===== config.mk =====
export PLATFORM = sky130hd
export DESIGN_NAME = rv32i_execute_unit
export DESIGN_NICKNAME = d
export VERILOG_FILES = /design/src/rvxu_pkg.sv /design/src/rvxu_regfile.sv /design/src/rvxu_exec.sv /design/src/rv32i_execute_unit.sv
export SDC_FILE = /design/constraint.sdc
export NUM_CORES = 2
export LEC_CHECK = 0
export ABC_CLOCK_PERIOD_IN_PS = 9500
export BUFFER_PORTS_ARGS = -buffer_cell sky130_fd_sc_hd__buf_4
export CAP_MARGIN = 20
export CORE_MARGIN = 2
export CORE_UTILIZATION = 45
export CTS_BUF_LIST = sky130_fd_sc_hd__clkbuf_8
export CTS_CLUSTER_SIZE = 14
export DETAILED_ROUTE_END_ITERATION = 12
export GPL_TIMING_DRIVEN = 0
export SETUP_SLACK_MARGIN = 0.3
export SYNTH_ARGS = -nofsm -noshare
export SYNTH_HDL_FRONTEND = slang
export SYNTH_SLANG_ARGS = --single-unit

===== constraint.sdc =====
create_clock -name clk -period 9.5 [get_ports clk]
set_input_delay 0.95 -clock clk [delete_from_list [all_inputs] [get_ports clk]]
set_output_delay 0.95 -clock clk [all_outputs]
set_load 0.02 [all_outputs]

===== src/rvxu_pkg.sv =====
// ----------------------------------------------------------------------------
// rvxu_pkg
// Shared types, opcodes and field codes for the RV32I execute unit.
// ----------------------------------------------------------------------------
package rvxu_pkg;

    // stream widths
    localparam int IN_TDATA_W  = 96;
    localparam int OUT_TDATA_W = 144;
    localparam int OUT_USED_W  = 137;
    localparam int REG_IDX_W   = 5;
    localparam int DEF_REG_COUNT = 32;

    // request kinds
    localparam logic REQ_EXEC = 1'b0;
    localparam logic REQ_LOAD_DATA = 1'b1;

    // major opcodes
    localparam logic [6:0] OP_LUI    = 7'h37;
    localparam logic [6:0] OP_AUIPC  = 7'h17;
    localparam logic [6:0] OP_JAL    = 7'h6f;
    localparam logic [6:0] OP_JALR   = 7'h67;
    localparam logic [6:0] OP_BRANCH = 7'h63;
    localparam logic [6:0] OP_LOAD   = 7'h03;
    localparam logic [6:0] OP_STORE  = 7'h23;
    localparam logic [6:0] OP_IMM    = 7'h13;
    localparam logic [6:0] OP_REG    = 7'h33;
    localparam logic [6:0] OP_FENCE  = 7'h0f;
    localparam logic [6:0] OP_SYSTEM = 7'h73;

    // whole system words
    localparam logic [31:0] INST_ECALL  = 32'h0000_0073;
    localparam logic [31:0] INST_EBREAK = 32'h0010_0073;

    // funct7 codes
    localparam logic [6:0] F7_BASE = 7'h00;
    localparam logic [6:0] F7_ALT  = 7'h20;

    // alu funct3
    localparam logic [2:0] F3_ADD  = 3'd0;
    localparam logic [2:0] F3_SLL  = 3'd1;
    localparam logic [2:0] F3_SLT  = 3'd2;
    localparam logic [2:0] F3_SLTU = 3'd3;
    localparam logic [2:0] F3_XOR  = 3'd4;
    localparam logic [2:0] F3_SR   = 3'd5;
    localparam logic [2:0] F3_OR   = 3'd6;
    localparam logic [2:0] F3_AND  = 3'd7;

    // branch funct3
    localparam logic [2:0] F3_BEQ  = 3'd0;
    localparam logic [2:0] F3_BNE  = 3'd1;
    localparam logic [2:0] F3_BLT  = 3'd4;
    localparam logic [2:0] F3_BGE  = 3'd5;
    localparam logic [2:0] F3_BLTU = 3'd6;
    localparam logic [2:0] F3_BGEU = 3'd7;

    // load / store size funct3
    localparam logic [2:0] F3_LB  = 3'd0;
    localparam logic [2:0] F3_LH  = 3'd1;
    localparam logic [2:0] F3_LW  = 3'd2;
    localparam logic [2:0] F3_LBU = 3'd4;
    localparam logic [2:0] F3_LHU = 3'd5;

    // byte enables
    localparam logic [3:0] STRB_BYTE = 4'b0001;
    localparam logic [3:0] STRB_HALF = 4'b0011;
    localparam logic [3:0] STRB_WORD = 4'b1111;

    // one request held in the execute stage
    typedef struct packed {
        logic        req_type;
        logic [31:0] instruction;
        logic [31:0] fetch_pc;
        logic [31:0] load_data;
        logic        rs1_ok;
        logic        rs2_ok;
    } item_t;

    // one result
    typedef struct packed {
        logic        taken;
        logic        jump_absolute;
        logic [31:0] branch_offset;
        logic [31:0] jalr_target;
        logic        mem_valid;
        logic        mem_store;
        logic [31:0] mem_addr;
        logic [31:0] mem_wdata;
        logic [3:0]  mem_strobe;
        logic        illegal;
    } result_t;

    // register file write-back
    typedef struct packed {
        logic                 en;
        logic [REG_IDX_W-1:0] addr;
        logic [31:0]          data;
    } wb_t;

    // outstanding load
    typedef struct packed {
        logic                 load_pending;
        logic [REG_IDX_W-1:0] dest;
        logic [2:0]           size_code;
    } pend_t;

    // byte strobe from size funct3
    function automatic logic [3:0] size_strobe(input logic [2:0] f3);
        logic [3:0] s;
        case (f3[1:0])
            2'd0:    s = STRB_BYTE;
            2'd1:    s = STRB_HALF;
            default: s = STRB_WORD;
        endcase
        return s;
    endfunction

endpackage


===== src/rvxu_regfile.sv =====
// ----------------------------------------------------------------------------
// rvxu_regfile
// Integer register file: two synchronous read ports with write bypass.
// ----------------------------------------------------------------------------
module rvxu_regfile #(
    parameter int REG_COUNT = rvxu_pkg::DEF_REG_COUNT
) (
    input  logic                         clk,
    input  logic                         rd_en,
    input  logic [$clog2(REG_COUNT)-1:0] rd_addr1,
    input  logic [$clog2(REG_COUNT)-1:0] rd_addr2,
    output logic [31:0]                  rd_data1,
    output logic [31:0]                  rd_data2,
    input  logic                         wr_en,
    input  logic [$clog2(REG_COUNT)-1:0] wr_addr,
    input  logic [31:0]                  wr_data
);
    logic [31:0] mem [REG_COUNT];

    // write port
    always_ff @(posedge clk)
    begin
        if (wr_en)
        begin
            mem[wr_addr] <= wr_data;
        end
    end

    // read ports, a same-cycle write is passed straight through
    always_ff @(posedge clk)
    begin
        if (rd_en)
        begin
            rd_data1 <= (wr_en && wr_addr == rd_addr1) ? wr_data : mem[rd_addr1];
            rd_data2 <= (wr_en && wr_addr == rd_addr2) ? wr_data : mem[rd_addr2];
        end
    end

endmodule


===== src/rvxu_exec.sv =====
// ----------------------------------------------------------------------------
// rvxu_exec
// Decode, ALU, branch compare, address generation and load extension.
// ----------------------------------------------------------------------------
module rvxu_exec #(
    parameter int REG_COUNT = rvxu_pkg::DEF_REG_COUNT
) (
    input  rvxu_pkg::item_t   item,
    input  logic [31:0]       rs1_data,
    input  logic [31:0]       rs2_data,
    input  rvxu_pkg::pend_t   pend,
    output rvxu_pkg::result_t res,
    output rvxu_pkg::wb_t     wb,
    output logic              pend_we,
    output rvxu_pkg::pend_t   pend_next
);
    import rvxu_pkg::*;

    logic [31:0] inst;
    logic [6:0]  opcode;
    logic [4:0]  rd;
    logic [2:0]  f3;
    logic [6:0]  f7;
    logic [31:0] a;
    logic [31:0] b;
    logic [31:0] imm_i;
    logic [31:0] imm_s;
    logic [31:0] imm_b;
    logic [31:0] imm_j;
    logic [31:0] imm_u;
    logic [31:0] alu_y;
    logic        alu_alt;
    logic [31:0] alu_out;
    logic [31:0] addr_sum;
    logic        br_cond;
    logic [31:0] ld_ext;
    logic        rd_ok;
    logic        pd_ok;

    // field split
    assign inst   = item.instruction;
    assign opcode = inst[6:0];
    assign rd     = inst[11:7];
    assign f3     = inst[14:12];
    assign f7     = inst[31:25];
    assign a      = item.rs1_ok ? rs1_data : 32'd0;
    assign b      = item.rs2_ok ? rs2_data : 32'd0;

    // immediates
    assign imm_i = {{20{inst[31]}}, inst[31:20]};
    assign imm_s = {{20{inst[31]}}, inst[31:25], inst[11:7]};
    assign imm_b = {{19{inst[31]}}, inst[31], inst[7], inst[30:25], inst[11:8], 1'b0};
    assign imm_j = {{11{inst[31]}}, inst[31], inst[19:12], inst[20], inst[30:21], 1'b0};
    assign imm_u = {inst[31:12], 12'd0};

    // destination indexes that really exist
    assign rd_ok = (rd != '0) && (32'(rd) < REG_COUNT);
    assign pd_ok = (pend.dest != '0) && (32'(pend.dest) < REG_COUNT);

    // alu
    assign alu_y   = (opcode == OP_REG) ? b : imm_i;
    assign alu_alt = (f7 == F7_ALT) && ((opcode == OP_REG) || (f3 == F3_SR));

    always_comb
    begin
        case (f3)
            F3_ADD:  alu_out = alu_alt ? a - alu_y : a + alu_y;
            F3_SLL:  alu_out = a << alu_y[4:0];
            F3_SLT:  alu_out = {31'd0, $signed(a) < $signed(alu_y)};
            F3_SLTU: alu_out = {31'd0, a < alu_y};
            F3_XOR:  alu_out = a ^ alu_y;
            F3_SR:   alu_out = alu_alt ? 32'($signed(a) >>> alu_y[4:0]) : a >> alu_y[4:0];
            F3_OR:   alu_out = a | alu_y;
            F3_AND:  alu_out = a & alu_y;
            default: alu_out = a & alu_y;
        endcase
    end

    // shared address adder for loads, stores and jalr
    assign addr_sum = a + ((opcode == OP_STORE) ? imm_s : imm_i);

    // branch condition
    always_comb
    begin
        case (f3)
            F3_BEQ:  br_cond = (a == b);
            F3_BNE:  br_cond = (a != b);
            F3_BLT:  br_cond = ($signed(a) < $signed(b));
            F3_BGE:  br_cond = ($signed(a) >= $signed(b));
            F3_BLTU: br_cond = (a < b);
            F3_BGEU: br_cond = (a >= b);
            default: br_cond = 1'b0;
        endcase
    end

    // load data extension
    always_comb
    begin
        case (pend.size_code)
            F3_LB:   ld_ext = {{24{item.load_data[7]}}, item.load_data[7:0]};
            F3_LH:   ld_ext = {{16{item.load_data[15]}}, item.load_data[15:0]};
            F3_LBU:  ld_ext = {24'd0, item.load_data[7:0]};
            F3_LHU:  ld_ext = {16'd0, item.load_data[15:0]};
            default: ld_ext = item.load_data;
        endcase
    end

    // per-opcode result, write-back and pending load update
    always_comb
    begin
        res       = '0;
        wb        = '0;
        pend_we   = 1'b0;
        pend_next = pend;
        if (item.req_type == REQ_LOAD_DATA)
        begin
            if (pend.load_pending)
            begin
                wb.en                  = pd_ok;
                wb.addr                = pend.dest;
                wb.data                = ld_ext;
                pend_we                = 1'b1;
                pend_next.load_pending = 1'b0;
            end
        end
        else
        begin
            case (opcode)
                OP_LUI:
                begin
                    wb = '{en: rd_ok, addr: rd, data: imm_u};
                end
                OP_AUIPC:
                begin
                    wb = '{en: rd_ok, addr: rd, data: item.fetch_pc + imm_u};
                end
                OP_JAL:
                begin
                    res.taken         = 1'b1;
                    res.branch_offset = imm_j;
                    wb = '{en: rd_ok, addr: rd, data: item.fetch_pc + 32'd4};
                end
                OP_JALR:
                begin
                    if (f3 != 3'd0)
                    begin
                        res.illegal = 1'b1;
                    end
                    else
                    begin
                        res.taken         = 1'b1;
                        res.jump_absolute = 1'b1;
                        res.jalr_target   = {addr_sum[31:1], 1'b0};
                        wb = '{en: rd_ok, addr: rd, data: item.fetch_pc + 32'd4};
                    end
                end
                OP_BRANCH:
                begin
                    if (f3 inside {3'd2, 3'd3})
                    begin
                        res.illegal = 1'b1;
                    end
                    else if (br_cond)
                    begin
                        res.taken         = 1'b1;
                        res.branch_offset = imm_b;
                    end
                end
                OP_LOAD:
                begin
                    if (f3 inside {3'd3, 3'd6, 3'd7})
                    begin
                        res.illegal = 1'b1;
                    end
                    else
                    begin
                        res.mem_valid  = 1'b1;
                        res.mem_addr   = addr_sum;
                        res.mem_strobe = size_strobe(f3);
                        pend_we        = 1'b1;
                        pend_next      = '{load_pending: 1'b1, dest: rd, size_code: f3};
                    end
                end
                OP_STORE:
                begin
                    if (f3 > F3_LW)
                    begin
                        res.illegal = 1'b1;
                    end
                    else
                    begin
                        res.mem_valid  = 1'b1;
                        res.mem_store  = 1'b1;
                        res.mem_addr   = addr_sum;
                        res.mem_wdata  = b;
                        res.mem_strobe = size_strobe(f3);
                    end
                end
                OP_IMM:
                begin
                    if ((f3 == F3_SLL && f7 != F7_BASE) ||
                        (f3 == F3_SR && f7 != F7_BASE && f7 != F7_ALT))
                    begin
                        res.illegal = 1'b1;
                    end
                    else
                    begin
                        wb = '{en: rd_ok, addr: rd, data: alu_out};
                    end
                end
                OP_REG:
                begin
                    if (!(f7 == F7_BASE || (f7 == F7_ALT && (f3 == F3_ADD || f3 == F3_SR))))
                    begin
                        res.illegal = 1'b1;
                    end
                    else
                    begin
                        wb = '{en: rd_ok, addr: rd, data: alu_out};
                    end
                end
                OP_FENCE:
                begin
                    res.illegal = (f3 != 3'd0);
                end
                OP_SYSTEM:
                begin
                    res.illegal = (inst != INST_ECALL) && (inst != INST_EBREAK);
                end
                default:
                begin
                    res.illegal = 1'b1;
                end
            endcase
        end
    end

endmodule


===== src/rv32i_execute_unit.sv =====
// ----------------------------------------------------------------------------
// rv32i_execute_unit
// RV32I integer execute unit with a load data write-back path.
// ----------------------------------------------------------------------------
// Usage:
//   Requests enter on the s_axis channel. tuser carries the kind: an
//   instruction to execute (with its pc) or load data returning from memory
//   for the last issued load. Every request gives exactly one result on the
//   m_axis channel: control transfer, memory request and illegal flag.
//   Requests register in the execute stage, results in the output register.
//   One request per cycle unless stalled; the register file is a memory with
//   two registered read ports and one write port, read in the cycle a request
//   is taken and written back in the execute cycle, with a bypass in the read
//   port so back-to-back dependent requests see fresh values.
//   Stall: while a result waits on m_axis_tready the pipeline holds and
//   s_axis_tready is low; it goes high again in the cycle the result leaves.
//   Reset: clears the pipeline valid bits and the pending load. Registers
//   other than x0 are undefined until written; x0 always reads zero.
// ----------------------------------------------------------------------------
module rv32i_execute_unit #(
    parameter int REG_COUNT = rvxu_pkg::DEF_REG_COUNT
) (
    input  logic                             clk,
    input  logic                             rst_n,
    input  logic                             s_axis_tvalid,
    output logic                             s_axis_tready,
    // instruction[31:0], fetch_pc[63:32], load_data[95:64]
    input  logic [rvxu_pkg::IN_TDATA_W-1:0]  s_axis_tdata,
    // req_type[0]
    input  logic [0:0]                       s_axis_tuser,
    output logic                             m_axis_tvalid,
    input  logic                             m_axis_tready,
    // taken[0], jump_absolute[1], branch_offset[33:2], jalr_target[65:34],
    // mem_valid[66], mem_store[67], mem_addr[99:68], mem_wdata[131:100],
    // mem_strobe[135:132], illegal[136], zero[143:137]
    output logic [rvxu_pkg::OUT_TDATA_W-1:0] m_axis_tdata
);
    import rvxu_pkg::*;

    localparam int REG_AW = $clog2(REG_COUNT);

    logic        adv;
    logic        accept;
    logic        s1_fire;
    logic        s1_valid_reg;
    logic        s1_valid_next;
    item_t       s1_item_reg;
    logic        out_valid_reg;
    logic        out_valid_next;
    result_t     res_reg;
    result_t     res;
    wb_t         wb;
    logic        pend_we;
    pend_t       pend_next;
    pend_t       pend_reg;
    logic [4:0]  rs1_idx;
    logic [4:0]  rs2_idx;
    logic [31:0] rs1_data;
    logic [31:0] rs2_data;

    // handshake and pipeline advance
    assign adv           = !out_valid_reg || m_axis_tready;
    assign s_axis_tready = adv;
    assign accept        = s_axis_tvalid && adv;
    assign s1_fire       = s1_valid_reg && adv;
    assign s1_valid_next = adv ? accept : s1_valid_reg;
    assign out_valid_next = adv ? s1_valid_reg : out_valid_reg;

    // source indexes from the incoming word
    assign rs1_idx = s_axis_tdata[19:15];
    assign rs2_idx = s_axis_tdata[24:20];

    // register file
    rvxu_regfile #(
        .REG_COUNT (REG_COUNT)
    ) u_regfile (
        .clk      (clk),
        .rd_en    (adv),
        .rd_addr1 (rs1_idx[REG_AW-1:0]),
        .rd_addr2 (rs2_idx[REG_AW-1:0]),
        .rd_data1 (rs1_data),
        .rd_data2 (rs2_data),
        .wr_en    (s1_fire && wb.en),
        .wr_addr  (wb.addr[REG_AW-1:0]),
        .wr_data  (wb.data)
    );

    // execute
    rvxu_exec #(
        .REG_COUNT (REG_COUNT)
    ) u_exec (
        .item      (s1_item_reg),
        .rs1_data  (rs1_data),
        .rs2_data  (rs2_data),
        .pend      (pend_reg),
        .res       (res),
        .wb        (wb),
        .pend_we   (pend_we),
        .pend_next (pend_next)
    );

    // control state
    always_ff @(posedge clk or negedge rst_n)
    begin
        if (!rst_n)
        begin
            s1_valid_reg  <= 1'b0;
            out_valid_reg <= 1'b0;
            pend_reg      <= '0;
        end
        else
        begin
            s1_valid_reg  <= s1_valid_next;
            out_valid_reg <= out_valid_next;
            if (s1_fire && pend_we)
            begin
                pend_reg <= pend_next;
            end
        end
    end

    // payload registers
    always_ff @(posedge clk)
    begin
        if (accept)
        begin
            s1_item_reg.req_type    <= s_axis_tuser[0];
            s1_item_reg.instruction <= s_axis_tdata[31:0];
            s1_item_reg.fetch_pc    <= s_axis_tdata[63:32];
            s1_item_reg.load_data   <= s_axis_tdata[95:64];
            s1_item_reg.rs1_ok      <= (rs1_idx != '0) && (32'(rs1_idx) < REG_COUNT);
            s1_item_reg.rs2_ok      <= (rs2_idx != '0) && (32'(rs2_idx) < REG_COUNT);
        end
        if (s1_fire)
        begin
            res_reg <= res;
        end
    end

    // output packing
    assign m_axis_tvalid = out_valid_reg;
    assign m_axis_tdata  = {
        (OUT_TDATA_W - OUT_USED_W)'(0),
        res_reg.illegal,
        res_reg.mem_strobe,
        res_reg.mem_wdata,
        res_reg.mem_addr,
        res_reg.mem_store,
        res_reg.mem_valid,
        res_reg.jalr_target,
        res_reg.branch_offset,
        res_reg.jump_absolute,
        res_reg.taken
    };

    // checks
    a_no_x0_write: assert property (@(posedge clk) disable iff (!rst_n)
        (s1_fire && wb.en) |-> (wb.addr != '0))
        else $error("write-back to x0");

    a_illegal_quiet: assert property (@(posedge clk) disable iff (!rst_n)
        (s1_fire && res.illegal) |-> (!res.mem_valid && !res.taken && !wb.en && !pend_we))
        else $error("illegal request has side effects");

    a_load_sets_pending: assert property (@(posedge clk) disable iff (!rst_n)
        (s1_fire && res.mem_valid && !res.mem_store) |=> pend_reg.load_pending)
        else $error("load request did not record a pending load");

    a_abs_implies_taken: assert property (@(posedge clk) disable iff (!rst_n)
        (s1_fire && res.jump_absolute) |-> res.taken)
        else $error("absolute jump without taken");

    a_stall_holds_stage: assert property (@(posedge clk) disable iff (!rst_n)
        (out_valid_reg && !m_axis_tready && s1_valid_reg) |=> s1_valid_reg)
        else $error("execute stage lost a request during a stall");

endmodule

# Yosys cells after proc, flatten, opt, wreduce, memory -nomap -nowiden
# Memory sizes are Yosys's and may differ from the RTL's. A register that Yosys moved wholly into a read port is not among the register bits.
# Index checks and enable logic that the tools add are counted.
[totals] ff_bits=247 mem_bits_rw=1024 in_bits=101 output_inout_bits=146 elab_cells=155 mem_count=1
[mem_list] memory="u_regfile.mem" depth=32 word_bits=32 read_ports=2 rd_ports_with_merged_regs=2 write_ports=1 line_no="rvxu_regfile.sv:18" source="logic [31:0] mem [REG_COUNT];"
[classes] n_addsub=5 magnitude_cmp=7 n_eq_ne=29 shifts=3 n_mux=45 bitwise_logic=7 reduce_logical=36
[ops] operator="$mux W32" n=8
[ops] operator="$pmux W32 S8" n=1
[ops] operator="$pmux W38 S6" n=1
[ops] operator="$mux W38" n=5
[ops] operator="$lt A32 B32 Y1" n=4
[ops] operator="$pmux W32 S2" n=2
[ops] operator="$pmux W32 S4" n=1
[ops] operator="$add A32 B32 Y32" n=3
[ops] operator="$mux W70" n=1
[ops] operator="$ge A32 B32 Y1" n=2
[ops] operator="$add A32 B3 Y32 const B" n=1
[ops] operator="$and A32 B32 Y32" n=1
[ops] operator="$eq A32 B32 Y1" n=1
[ops] operator="$ne A32 B21 Y1 const B" n=1
[ops] operator="$ne A32 B32 Y1" n=1
[ops] operator="$ne A32 B7 Y1 const B" n=1
[ops] operator="$or A32 B32 Y32" n=1
[ops] operator="$shl A32 B5 Y32" n=1
[ops] operator="$shr A32 B5 Y32" n=1
[ops] operator="$sshr A32 B5 Y32" n=1
[ops] operator="$sub A32 B32 Y32" n=1
[ops] operator="$xor A32 B32 Y32" n=1
[ops] operator="$eq A7 B6 Y1 const B" n=4
[ops] operator="$eq A7 B7 Y1 const B" n=4
[ops] operator="35 further kinds" n=84

# Longest topological paths before layout
[logic_depth] word_depth=11 depth_mapped=22 ltp_nobuf=17

# By module
# Synthesis repeated with hierarchy kept, for this count alone.
[unflattened] hier_cells=6184 area_unflattened_um2=75110.8
[by_module_without_submodules] module="rvxu_regfile" n_inst=1 cells_each=3291 area_each_um2=51444.3 seq_area_each_um2=32671.3
[by_module_without_submodules] module="rvxu_exec" n_inst=1 cells_each=2615 area_each_um2=16014.1 seq_area_each_um2=0.0
[by_module_without_submodules] module="rv32i_execute_unit" n_inst=1 cells_each=278 area_each_um2=7652.3 seq_area_each_um2=7362.1

# Least setup slack after synthesis
# Ideal clock, no wire load.
[synth_path] path_type="input to register" startpoint="in m_axis_tready" endpoint="mem u_regfile.mem[18][0], enable pin" setup_time_ns=0.421 t_arrival_ns=8.139 t_required_ns=9.079 path_slack_ns=0.940 stages=8 n_path_buf=0 path_cell_list="nand2b_1 -> and2_1 -> nand2_1 -> nor2_1 -> a2bb2oi_1 -> nor2_1 -> nand2_1 -> nor2_1"
[synth_via] elab_chain_len=5
[synth_rtl] element="start, declared" line_no="rv32i_execute_unit.sv:32" source="input logic m_axis_tready,"
[synth_rtl] element="$logic_or A1 B1 Y1" line_no="rv32i_execute_unit.sv:62" source="assign adv = !out_valid_reg || m_axis_tready;"
[synth_rtl] element="$logic_and A1 B1 Y1" line_no="rv32i_execute_unit.sv:65" source="assign s1_fire = s1_valid_reg && adv;"
[synth_rtl] element="named net s1_fire" line_no="rv32i_execute_unit.sv:44" source="logic s1_fire;"
[synth_rtl] element="$logic_and A1 B1 Y1" line_no="rv32i_execute_unit.sv:83" source=".wr_en (s1_fire && wb.en),"
[synth_rtl] element="$mux W1" line_no="rvxu_regfile.sv:23" source="if (wr_en)"
[synth_rtl] element="$mux W1 (not written as such)" line_no="rvxu_regfile.sv:25" source="mem[wr_addr] <= wr_data;"
[synth_rtl] element="end, declared" line_no="rvxu_regfile.sv:18"
# The timed path passes the listed nets, and every way through them passes these cells.

==> flow_summary.rst <==
.. list-table::
   :header-rows: 1

   * - Metric
     - Value
   * - Status
     - completed
   * - Largest incremental delay on the critical path
     - 1.14 ns
   * - Clock insertion delay at the later pin of the skew report
     - 1.04 ns
   * - Count of routing violations after the opening detailed-route iteration
     - 8627
   * - Count of cells resized by post-cts repair
     - 0
   * - Average routed wire per standard cell
     - 41.8 um
   * - Number of flip-flops under the largest register name
     - 1024
   * - Cell depth of the worst min-delay path
     - 1
   * - Arrival time at the worst endpoint
     - 9.95 ns
   * - Hold_sp
     - s_axis_tdata[29]
   * - CP max stage cell
     - sky130_fd_sc_hd__o41ai_2
   * - Via count of the first global-routing pass
     - 54966
   * - Fraction of final layout cells sized beyond drive strength 1
     - 25.2%
   * - Cell type with the highest occurrence count on the critical path
     - sky130_fd_sc_hd__buf_2
   * - Clock tree from TritonCTS
     - yes
   * - Worst hold-check path type
     - primary input to flop
   * - Maximum clock path buffer count
     - 3
   * - Data required time at the worst endpoint
     - 10.02 ns
   * - Number of optimization iterations in the first detailed-route pass
     - 10
   * - DP Cell Count
     - 7846
   * - Total core area
     - 163000 um2
   * - Beginning of the worst register-to-register path
     - s1_item_reg[69]
   * - Maximum level of the CTS H-tree
     - 4
   * - Vertical die dimension
     - 409 um
   * - HPWL reported at the end of detailed placement
     - 264000 um
   * - Largest voltage drop on the vdd net
     - 155 uV
   * - Max-cap violation count
     - 0
   * - Total standard cell area after synthesis
     - 73600 um2
   * - Max transition margin
     - 12.4%
   * - Clk pin slew, worst setup/hold paths
     - 0.06 ns
   * - Period Utilization, post-route
     - 99.3%
   * - Number of vias after detailed routing
     - 56631
   * - Leakage
     - 31.0 nW
   * - Critical Path Start Type
     - flop
   * - Power density over cell area
     - 165 nW/um2
   * - Routed wire length
     - 344000 um
   * - Setup slack of the worst register-to-register path
     - 0.06 ns
   * - Setup repair after global routing missed its margin
     - false
   * - Worst Tran Pin Value
     - 1.30 ns
   * - Number of CTS-inserted buffers
     - 210
   * - Final setup violating endpoints
     - 0
   * - Synthesis Warnings
     - 0
   * - Remaining global-route overflow
     - 0
   * - CP endpoint kind
     - flop
   * - Layout overhead on the synthesized area
     - 15.9%
   * - Syn avg cell area
     - 14.0 um2
   * - Floorplan die width
     - 409 um
   * - Global-route wire length before repair
     - 462000 um
   * - Number of cell instances on the worst register-to-register path
     - 21
   * - Floorplan die area
     - 167000 um2
   * - Highest Clock Rate
     - 106 MHz
   * - Fraction of registers with async set or reset after synthesis
     - 0.833%
   * - Post-route antenna net violation count
     - 0
   * - Cell Rows
     - 148
   * - Fin cells
     - 8248
   * - Min Clock Period, post-route
     - 9.44 ns
   * - Port buffer count
     - 237
   * - Total DRC errors in the routed layout
     - 0
   * - Library cells used by synthesis
     - 107
   * - Number of nets in the final layout
     - 6173
   * - Final max-slew violation count
     - 0
   * - Sequential-to-total area share from yosys stat
     - 53.8%
   * - Seq cells post-synth
     - 1320
   * - Number of top-level pins
     - 247
   * - Number of antenna violations at the first check in global routing
     - 19
   * - Final Hold Fails
     - 0
   * - Total GRT Usage
     - 40.8%
   * - Cells traversed along the worst timing path
     - buf_2 -> nand4bb_1 -> buf_4 -> buf_2 -> o21ai_0 -> o21a_1 -> buf_2 -> clkbuf_1 -> clkbuf_1 -> ha_1 -> buf_2 -> o21ai_0 -> nor2_1 -> nand2_1 -> o311ai_1 -> o21bai_1 -> a21oi_1 -> a21o_1 -> a221oi_1 -> o41ai_2 -> inv_1
   * - Total negative slack
     - 0 ns
   * - Clock sink total
     - 1320
   * - Global placement routability congestion
     - 1.07
   * - EDFF count, synth
     - 1309
   * - Hold path endpoint
     - s1_item_reg[95]
   * - Average vias per placed instance
     - 6.87
   * - Largest net degree at the start of global routing
     - 74
   * - Final clock skew
     - 0.0995 ns
   * - Setup CP Type
     - flop to flop
   * - End of the worst register-to-register path
     - u_regfile.mem[1][0]
   * - Peak fanout along the critical path
     - 32
   * - Starting Density
     - 45.3%
   * - Synthesized netlist cell count
     - 5252
   * - Root buf cell
     - sky130_fd_sc_hd__clkbuf_8
   * - Ys flop type
     - sky130_fd_sc_hd__edfxtp_1
[metrics by stage]
step / instance area, um2 / setup WS (ns) / hold WS [ns] / utilization, % / total power, mW
floorplan: 73800 / 0.940 / 0.445 / - / 8.07
global placement: 78300 / -4.22 / 0.456 / 48.2 / 9.22
global route: 85400 / 0.305 / 0.111 / 52.5 / 14.4
detailed placement: 81100 / 0.640 / 0.486 / 49.9 / 9.26
CTS: 85200 / 0.684 / 0.0877 / 52.4 / 14.0
finish: 85400 / 0.0648 / 0.129 / 52.5 / 14.1
[critical path: cells and delay by family (launching register included)]
| family | cells | cell delay (ns) |
|---|---|---|
| flip-flops | 1 | 0.41 |
| adder cells (fa/ha/maj) | 1 | 0.26 |
| AND/OR/NAND/NOR | 3 | 1.01 |
| buffers and inverters | 8 | 3.90 |
| AO/OA/AOI/OAI | 9 | 3.35 |
[how the worst max path moves through the flow]
stage	start	endpoint	slack, ns	depth (start not counted)
after global placement	m_axis_tready	u_regfile.mem[10][20]	-4.22	9
after CTS	s1_item_reg[71]	u_regfile.mem[1][0]	0.68	21
after detailed placement	s1_item_reg[71]	u_regfile.mem[15][0]	0.64	21
final	s1_item_reg[69]	u_regfile.mem[1][0]	0.06	21
after floorplan	m_axis_tready	u_regfile.mem[18][0]	0.94	8
after global routing	s1_item_reg[68]	u_regfile.mem[10][24]	0.30	21
[cell families (layout without fill, tap and decap cells)]
group,Yosys count,count (layout),share of synthesized area [%]
other,1,51,0.00509
adders and majority gates,180,180,3.09
AOI/OAI and AO/OA,1111,1111,9.97
DFF,1320,1320,53.8
buffers and inverters,567,1338,3.17
and+or+nand+nor,1273,1273,8.30
xor gates and xnor gates,81,81,0.963
muxes,719,719,20.8
[routing by layer]
metal  up-vias  wire (um)  GRT usage, %
met3      1035      33300          8.48
li1      22525          -             -
met2      4095     155000          62.9
met5         -         46             0
met1     28968     123000          50.8
met4         8      32300          31.1
[what timing repair did]
action                                 CTS  global route
hold buffers                             1             0
endpoints found under the hold margin   11             0
buffers inserted                         0             0
[synthesized netlist by cell type, drive strengths merged, types with 25 or more instances]
cell | instances | area [um2]
a21oi | 267 | 1340
a221oi | 25 | 238
clkbuf | 227 | 853
a22oi | 41 | 308
o21a | 40 | 300
buf | 166 | 825
inv | 174 | 653
ha | 177 | 2210
nand2b | 28 | 183
xor2 | 36 | 315
mux4 | 644 | 14500
a211oi | 70 | 531
nand3b | 29 | 230
mux2 | 25 | 282
nor2 | 327 | 1230
nand3 | 120 | 601
xnor2 | 45 | 394
o22ai | 28 | 175
nand4 | 30 | 188
mux2i | 50 | 500
nor4 | 65 | 407
edfxtp | 1309 | 39300
nor2b | 46 | 288
a21o | 54 | 405
o21ai | 259 | 1320
a31oi | 48 | 337
and2 | 38 | 238
and3 | 41 | 257
nor3 | 118 | 602
nand2 | 365 | 1380
o211ai | 52 | 390
[cell usage in the layout, fill, tap and decap left out, types with 42 or more instances in the layout]
master,instances
sky130_fd_sc_hd__edfxtp_1,1309
sky130_fd_sc_hd__mux4_2,644
sky130_fd_sc_hd__nand2_1,363
sky130_fd_sc_hd__nor2_1,298
sky130_fd_sc_hd__buf_4,276
sky130_fd_sc_hd__a21oi_1,264
sky130_fd_sc_hd__o21ai_0,242
sky130_fd_sc_hd__inv_1,223
sky130_fd_sc_hd__clkbuf_1,221
sky130_fd_sc_hd__clkbuf_8,211
sky130_fd_sc_hd__ha_1,177
sky130_fd_sc_hd__nand3_1,120
sky130_fd_sc_hd__nor3_1,115
sky130_fd_sc_hd__buf_2,70
sky130_fd_sc_hd__a211oi_1,69
sky130_fd_sc_hd__buf_1,68
sky130_fd_sc_hd__buf_8,68
sky130_fd_sc_hd__nor4_1,63
sky130_fd_sc_hd__clkinv_1,61
sky130_fd_sc_hd__a21o_1,54
sky130_fd_sc_hd__o211ai_1,52
sky130_fd_sc_hd__mux2i_1,50
sky130_fd_sc_hd__nor2b_1,46
sky130_fd_sc_hd__xnor2_1,45
sky130_fd_sc_hd__a31oi_1,42
[report_power, final]
part / total (mW) / internal, mW / switching, mW
combinational: 2.66 / 0.836 / 1.83
sequential: 6.57 / 6.47 / 0.106
clock: 4.83 / 2.41 / 2.43
total: 14.1 / 9.71 / 4.36
[final cells by class]
| type | count | area [um2] |
|---|---|---|
| fill | 13819 | 77200 |
| sequential | 1320 | 39600 |
| multi-input combinational | 3405 | 32200 |
| timing repair buffer | 388 | 4380 |
| clock buffer | 211 | 2900 |
| tap | 2175 | 2720 |
| buffer | 393 | 1700 |
| clock inverter | 172 | 1180 |
| inverter | 174 | 653 |
| antenna | 10 | 25.0 |
Power figures use the tool's default switching activity.
